$ cat src/rtl/core/mvwd_pkg.sv
// shared types and constants of the mesh vertex weld core
`timescale 1ns / 1ps
package mvwd_pkg;
	localparam int MaxVertices = 4096;
	localparam int MaxTriangles = 8192;
	localparam int VIdxW = $clog2(MaxVertices);
	localparam int VCntW = $clog2(MaxVertices + 1);
	localparam int TIdxW = $clog2(MaxTriangles);
	localparam int TCntW = $clog2(MaxTriangles + 1);
	localparam int CoordW = 24;
	localparam int DistW = 52;

	localparam logic [1:0] OpVertex = 2'd0;
	localparam logic [1:0] OpTriangle = 2'd1;
	localparam logic [1:0] OpClear = 2'd2;
	localparam logic [1:0] OpReserved = 2'd3;

	localparam logic [1:0] StOk = 2'd0;
	localparam logic [1:0] StVertFull = 2'd1;
	localparam logic [1:0] StTriFull = 2'd2;
	localparam logic [1:0] StBadIndex = 2'd3;

	localparam logic CfgWeldEnable = 1'b0;
	localparam logic CfgThreshold = 1'b1;

	typedef struct packed {
		logic [1:0] opcode;
		logic signed [CoordW-1:0] pos_x;
		logic signed [CoordW-1:0] pos_y;
		logic signed [CoordW-1:0] pos_z;
		logic [VIdxW-1:0] corner_a;
		logic [VIdxW-1:0] corner_b;
		logic [VIdxW-1:0] corner_c;
	} item_t;

	typedef struct packed {
		logic [1:0] item_kind;
		logic [VIdxW-1:0] reduced_index;
		logic is_new;
		logic [VIdxW-1:0] out_a;
		logic [VIdxW-1:0] out_b;
		logic [VIdxW-1:0] out_c;
		logic [1:0] status;
	} result_t;

	// controller to datapath
	typedef struct packed {
		logic load;        // capture input item
		logic clear;       // reset counts
		logic vscan_start; // zero vertex scan pointer
		logic vscan_step;  // issue one vertex compare
		logic rmap_rd;     // read remap entry for corner sel
		logic [1:0] rmap_sel;
		logic tscan_start;
		logic tscan_step;
		logic vcommit;     // write vertex result
		logic tcommit;     // write triangle result
		logic [1:0] tcase; // status class for triangle
		logic res_load;
		logic vfull_res;
	} dp_cmd_t;

	// datapath to controller
	typedef struct packed {
		logic vert_full;
		logic bad_corner;
		logic weld_en;
		logic vscan_done;
		logic tscan_done;
		logic tri_full;
		logic pipe_idle;
	} dp_stat_t;
endpackage

$ cat src/rtl/core/mvwd_ctrl.sv
// controller state machine sequencing vertex scans, triangle lookups and clears
`timescale 1ns / 1ps
module mvwd_ctrl import mvwd_pkg::*; (
	input  logic clk,
	input  logic arst_n,
	input  logic in_fire,
	input  logic [1:0] in_op,
	input  dp_stat_t stat,
	input  logic res_free,
	output logic in_rdy,
	output logic res_set,
	output dp_cmd_t cmd
);
	typedef enum logic [7:0] {
		S_IDLE  = 8'b00000001,
		S_DISP  = 8'b00000010,
		S_VSCAN = 8'b00000100,
		S_VDRN  = 8'b00001000,
		S_RMAP  = 8'b00010000,
		S_TSCAN = 8'b00100000,
		S_TDRN  = 8'b01000000,
		S_DONE  = 8'b10000000
	} state_t;

	state_t st_q, st_d;
	logic [1:0] cnt_q, cnt_d;
	logic [1:0] op_q;
	logic [1:0] tcase_q, tcase_d;
	logic vfull_q, vfull_d;

	always_ff @(posedge clk or negedge arst_n) begin
		if (!arst_n) begin
			st_q <= S_IDLE;
			cnt_q <= '0;
			op_q <= OpVertex;
			tcase_q <= StOk;
			vfull_q <= 1'b0;
		end else begin
			st_q <= st_d;
			cnt_q <= cnt_d;
			tcase_q <= tcase_d;
			vfull_q <= vfull_d;
			if (in_fire) op_q <= in_op;
		end
	end

	assign in_rdy = st_q == S_IDLE;

	always_comb begin
		st_d = st_q;
		cnt_d = cnt_q;
		tcase_d = tcase_q;
		vfull_d = vfull_q;
		cmd = '0;
		cmd.tcase = tcase_q;
		cmd.vfull_res = vfull_q;
		cmd.rmap_sel = cnt_q;
		res_set = 1'b0;
		unique case (st_q)
			S_IDLE: begin
				cmd.load = in_fire;
				if (in_fire && in_op != OpReserved) st_d = S_DISP;
			end
			S_DISP: begin
				cnt_d = '0;
				vfull_d = 1'b0;
				tcase_d = StOk;
				if (op_q == OpClear) begin
					cmd.clear = 1'b1;
					st_d = S_DONE;
				end else if (op_q == OpVertex) begin
					cmd.vscan_start = 1'b1;
					if (stat.vert_full) begin
						vfull_d = 1'b1;
						st_d = S_DONE;
					end else st_d = stat.weld_en ? S_VSCAN : S_VDRN;
				end else begin
					cmd.tscan_start = 1'b1;
					if (stat.bad_corner) begin
						tcase_d = StBadIndex;
						st_d = S_DONE;
					end else if (!stat.weld_en) begin
						tcase_d = StVertFull;
						st_d = S_DONE;
					end else st_d = S_RMAP;
				end
			end
			S_VSCAN: begin
				if (stat.vscan_done) st_d = S_VDRN;
				else cmd.vscan_step = 1'b1;
			end
			S_VDRN: begin
				if (stat.pipe_idle) begin
					cmd.vcommit = 1'b1;
					st_d = S_DONE;
				end
			end
			S_RMAP: begin
				cmd.rmap_rd = 1'b1;
				cnt_d = cnt_q + 1'b1;
				if (cnt_q == 2'd2) st_d = S_TSCAN;
			end
			S_TSCAN: begin
				if (stat.pipe_idle && stat.tscan_done) st_d = S_TDRN;
				else if (!stat.tscan_done && stat.pipe_idle) cmd.tscan_step = 1'b1;
				else if (!stat.pipe_idle && !stat.tscan_done && cnt_q == 2'd3)
					cmd.tscan_step = 1'b1;
				if (stat.pipe_idle) cnt_d = 2'd3;
			end
			S_TDRN: begin
				cmd.tcommit = 1'b1;
				st_d = S_DONE;
			end
			S_DONE: begin
				if (res_free) begin
					cmd.res_load = 1'b1;
					res_set = 1'b1;
					st_d = S_IDLE;
				end
			end
			default: st_d = S_IDLE;
		endcase
	end

	a_accept_idle: assert property (@(posedge clk) disable iff (!arst_n)
		!(in_fire && st_q != S_IDLE)) else $error("accept while busy");
	a_tcommit_drained: assert property (@(posedge clk) disable iff (!arst_n)
		!(cmd.tcommit && !stat.pipe_idle)) else $error("triangle commit before drain");
	a_state_onehot: assert property (@(posedge clk) disable iff (!arst_n)
		$onehot(st_q)) else $error("state not one-hot");
endmodule

$ cat config.mk
export PLATFORM = sky130hd
export DESIGN_NAME = mvwd_ctrl
export DESIGN_NICKNAME = d
export VERILOG_FILES = /design/src/rtl/core/mvwd_pkg.sv /design/src/rtl/core/mvwd_ctrl.sv
export SDC_FILE = /design/constraint.sdc
export NUM_CORES = 1
export LEC_CHECK = 0
export ABC_AREA = 1
export BUFFER_PORTS_ARGS = -buffer_cell sky130_fd_sc_hd__buf_2
export CORE_MARGIN = 1.5
export CORE_UTILIZATION = 50
export DETAILED_ROUTE_END_ITERATION = 16
export PLACE_DENSITY = 0.77
export RECOVER_POWER = 25
export REMOVE_ABC_BUFFERS = 1
export SYNTH_ARGS = -nofsm -noshare
export SYNTH_HDL_FRONTEND = slang
export SYNTH_SLANG_ARGS = --single-unit
$ cat constraint.sdc
create_clock -name clk -period 1.8 [get_ports clk]
set_clock_uncertainty 0.2 [all_clocks]
set_input_delay 0.09 -clock clk [delete_from_list [all_inputs] [get_ports clk]]
set_output_delay 0.09 -clock clk [all_outputs]
set_load 0.01 [all_outputs]
After elaboration in Yosys (flattened, before gate mapping):

Index checks and enable logic that the tools add are counted.

* bits in registers: 15
* input port bits: 13
* output and inout port bits: 17
* logic and storage cells: 78

* add/sub/neg operators: 1
* equality and inequality tests: 19
* multiplexer cells: 42
* reduce and logical (&&, ||, !) cells: 11

Operators with widths (number)
* $mux 8: 11
* $pmux 8 s8: 1
* $mux 1: 23
* $ne 2x2->1 const B: 7
* $mux 2: 5
* $eq 8x1->1 const B: 1
* $eq 8x2->1 const B: 1
* $eq 8x3->1 const B: 1
* $eq 8x4->1 const B: 1
* $eq 8x5->1 const B: 1
* $eq 8x6->1 const B: 1
* $eq 8x7->1 const B: 1
* $eq 8x8->1 const B: 1
* $eq 2x2->1 const B: 3
* $pmux 2 s3: 1
* $reduce_and 6->1: 1
* $logic_and 1x1->1: 5
* $mux 4: 1
* $reduce_bool 3->1: 1
* $add 2x1->2 const B: 1
* $logic_not 1->1: 2
* $logic_not 2->1: 1
* $ne 2x1->1 const B: 1
* $reduce_and 2->1: 1

Depth between registers and ports, before layout:

* depth after elaboration: 7
* gate-level depth with buffers: 10
* gate-level depth less buffers: 10

Worst setup path before layout:

Ideal clock, no wire load.

* kind: register -> output
* start point: register st_q[4]
* end point: output port cmd[1] (netlist bit)
* data arrival time: 1259 ps
* required time: 1510 ps
* path slack: 251 ps
* cell stages (with the launch flop): 5
* buffers on the path: 1
* path through: dfrtp_1 inv_2 nand2_2 nor4_1 buf_4

* cells in the longest elaborated chain, start to end: 2

Ends and longest elaborated chain
* from (decl): line mvwd_ctrl.sv:25 `state_t st_q, st_d;`
* from (signal assigned): line mvwd_ctrl.sv:39 `st_q <= st_d;`
* $eq 8x8->1
* $mux 1
* to (decl): line mvwd_ctrl.sv:12 `output dp_cmd_t cmd`

Every way passes these cells.

==> flow_metrics.tcl <==
set metrics [dict create \
    die_x_um 48.5 \
    drt_first_pass_iters 4 \
    clkSinkCount 15 \
    dp_slack_ns 0.172 \
    cts_tree "done" \
    post_synth_fa_ha_maj_area_fraction 0.0241 \
    core-area_um2 1960 \
    hp-class "input pin to asynchronous set/reset pin" \
    power_mw 1.87 \
    pin_count 30 \
    layout_setup_ws_ns 0.0631 \
    cts_buffers 3 \
    grt_max_degree 16 \
    worst_slew_pin_slew_ns 0.835 \
    die_height_um 48.5 \
    grt_pass1_vias 1008 \
    root_buffer "clkbuf_4" \
    synth_top_family_by_area "simple AND/OR/NAND/NOR gates" \
    clk_latency_ns 0.28 \
    cp_top_family "simple AND/OR/NAND/NOR gates" \
    fin_setup_tns_ns 0 \
    slowest_stage "dfrtp_1" \
    synth_xor_area_frac 0 \
    grt_pass1_wl_mm 4.10 \
    synthDistinctLibCells 24 \
    regArea_um2 377 \
    gr-usage-all-layers 0.218 \
    drc 0 \
    syn_area_um2 1040 \
    slowest_delay_ns 0.43 \
    cap_violations 0 \
    seqPwrFrac 0.277 \
    die-area_um2 2360 \
    wire_per_inst_um 11.5 \
    arrival_ns 1.45 \
    cp.required_ns 1.51 \
    hold_viol 0 \
    synth_compound_area_frac 0.0953 \
    setup_viol 0 \
    path_max_fanout 9 \
    period_needed_ns 1.74 \
    avgSynthCellArea_um2 7.30 \
    p_sw_frac 0.477 \
    clockBufferDepth 2 \
    clock.fmax_mhz 576 \
    vias_per_cell 4.81 \
    crit_buf_inv 2 \
    port-buffer-count 28 \
    run_status "completed" \
    fillers 160 \
    synthSimpleGateAreaFrac 0.405 \
    top_usage_layer "met2" \
    path_cells "inv_2 > nand2_2 > nor2_4 > nand2_8 > nor2_4 > buf_2" \
    synth_cells 142 \
    synthToLayoutAreaGrowth_pct 38.5 \
    fin_nets 205 \
    final_antenna_net_count 0 \
    path_class "register to output pin" \
    antenna_found_initial 0 \
    yosys_warnings 0 \
    final_util 0.732 \
    power_frac_clock 0.101 \
    power.switching_mw 0.893 \
    start_kind "register" \
    yosysSeqAreaShare 0.363 \
    synth.area.mux_share 0 \
    p_int_mw 0.981 \
    period_share 0.965 \
    multi_input_area_um2 597 \
    whs_ns 0.220 \
    slew_headroom 0.443 \
    wirelength_mm 2.48 \
    clk_pin_slew_worst_paths_ns 0.09 \
    met3_usage 0.0185 \
    crit_top_cell "nor2_4" \
    finalMaxSlewViolations 0 \
    power.static_leakage_nw 0.798 \
    drive_gt1_frac 0.376 \
    grt_use_met1 0.256 \
    grt_overflow 0 \
    cp-end-kind "output pin" \
    vias 1040 \
    diodes 0 \
    drt_iter0_drc 16 \
    num_rows 16 \
    h-tree-depth 1 \
    grtUsageMet2 0.421 \
    vdd_drop_max_uv 764 \
    dp_hpwl_mm 1.74 \
    combinationalPowerShare 0.621 \
    ys_ff_latch 15 \
    gp_routability_congestion 0.797 \
    power.density_nw_per_um2 1300 \
    start_util 0.529 \
]
per-layer routing:
metal	vias up	routed length, um
met5	-	0
met4	0	29
met3	4	79
met2	22	1300
met1	475	1070
li1	539	-
sequential cells by signal (all words and copies together), names as in the netlist:
signal and cells:
st_q 8, op_q 2, tcase_q 2, cnt_q 2
vfull_q 1
worst reg2reg max path: cells and delay by family, from the launching register on:
kind / cells / cell delay, ns
buf+inv: 3 / 0.29
simple gates: 8 / 0.67
flops: 1 / 0.41
synth_stat cells, drive strengths merged:
master,count,area (um2)
nand2,39,189
nand3,13,80.1
nor3,4,20.0
dfstp,1,26.3
buf,2,15.0
ha,2,25.0
o21ai,12,67.6
o41ai,1,8.76
a22o,1,8.76
nor4,1,6.26
o21a,1,7.51
inv,27,101
nor2,23,125
o22ai,1,6.26
dfrtp,14,350
timing repair:
action | in CTS | in global routing
hold buffers | 13 | 0
pin swaps | 1 | 3
setup buffers | 2 | 2
endpoints found under the setup margin | 1 | 7
endpoints found under the hold margin | 26 | 0
resized for setup | 3 | 12
cloned | 0 | 0
through the flow:
step | instances | cell area [um2]
3_3_place_gp | 195 | 1200
5_1_grt | 216 | 1440
2_1_floorplan | 140 | 1020
6_report | 216 | 1440
4_1_cts | 214 | 1380
3_5_place_dp | 195 | 1200
placed cells by master (no fill, tap or decap):
cell type	n
o21ai_2	2
o21ai_1	5
buf_2	27
nor2_2	5
nand2_1	29
nand3_2	3
dlygate4sd3_1	13
o21ai_0	5
nand3_1	10
o21a_1	1
a22o_1	1
nor3_2	2
nand2_4	4
dfrtp_1	14
nor2_4	4
nor4_2	1
inv_1	19
inv_2	7
nor2_8	1
inv_4	1
o22ai_1	1
ha_1	2
clkbuf_4	3
nor3_1	2
clkbuf_1	2
o41ai_1	1
buf_4	4
nand2_8	1
nand2_2	5
nor2_1	13
dfstp_2	1
power by group through the flow:
| stage | combinational (mW) | clock, mW | sequential, mW |
|---|---|---|---|
| after floorplan | 0.716 | 0 | 0.538 |
| after global placement | 0.947 | 0 | 0.517 |
| after detailed placement | 0.971 | 0 | 0.524 |
| after CTS | 1.04 | 0.197 | 0.517 |
| after global routing | 1.29 | 0.209 | 0.532 |
| final | 1.16 | 0.190 | 0.519 |
worst paths after layout:
path                       cells past startpoint  slack [ns]         end       start
setup / recovery                               6        0.06      cmd[7]     st_q[2]
hold / removal                                 2        0.22     st_q[2]      arst_n
setup reg to reg                              11        0.14     st_q[4]     st_q[5]
hold reg to reg                                2        0.30  tcase_q[1]  tcase_q[1]
max in group asynchronous                      2        0.67    cnt_q[1]      arst_n
min in group clk                               2        0.30  tcase_q[1]  tcase_q[1]
cell type report:
type / instances / area share
Inverter: 27 / 0.0723
Timing Repair Buffer: 45 / 0.208
Tap cell: 27 / 0.0235
Multi-Input combinational cell: 98 / 0.416
Clock buffer: 4 / 0.0183
Sequential cell: 15 / 0.262
logic make-up after synthesis:
kind of cell | count (synthesis)
simple gates | 80
flops | 15
buf+inv | 29
compound gates | 16
fa+ha+maj | 2
Note: power is estimated with default switching activity, not from simulation.
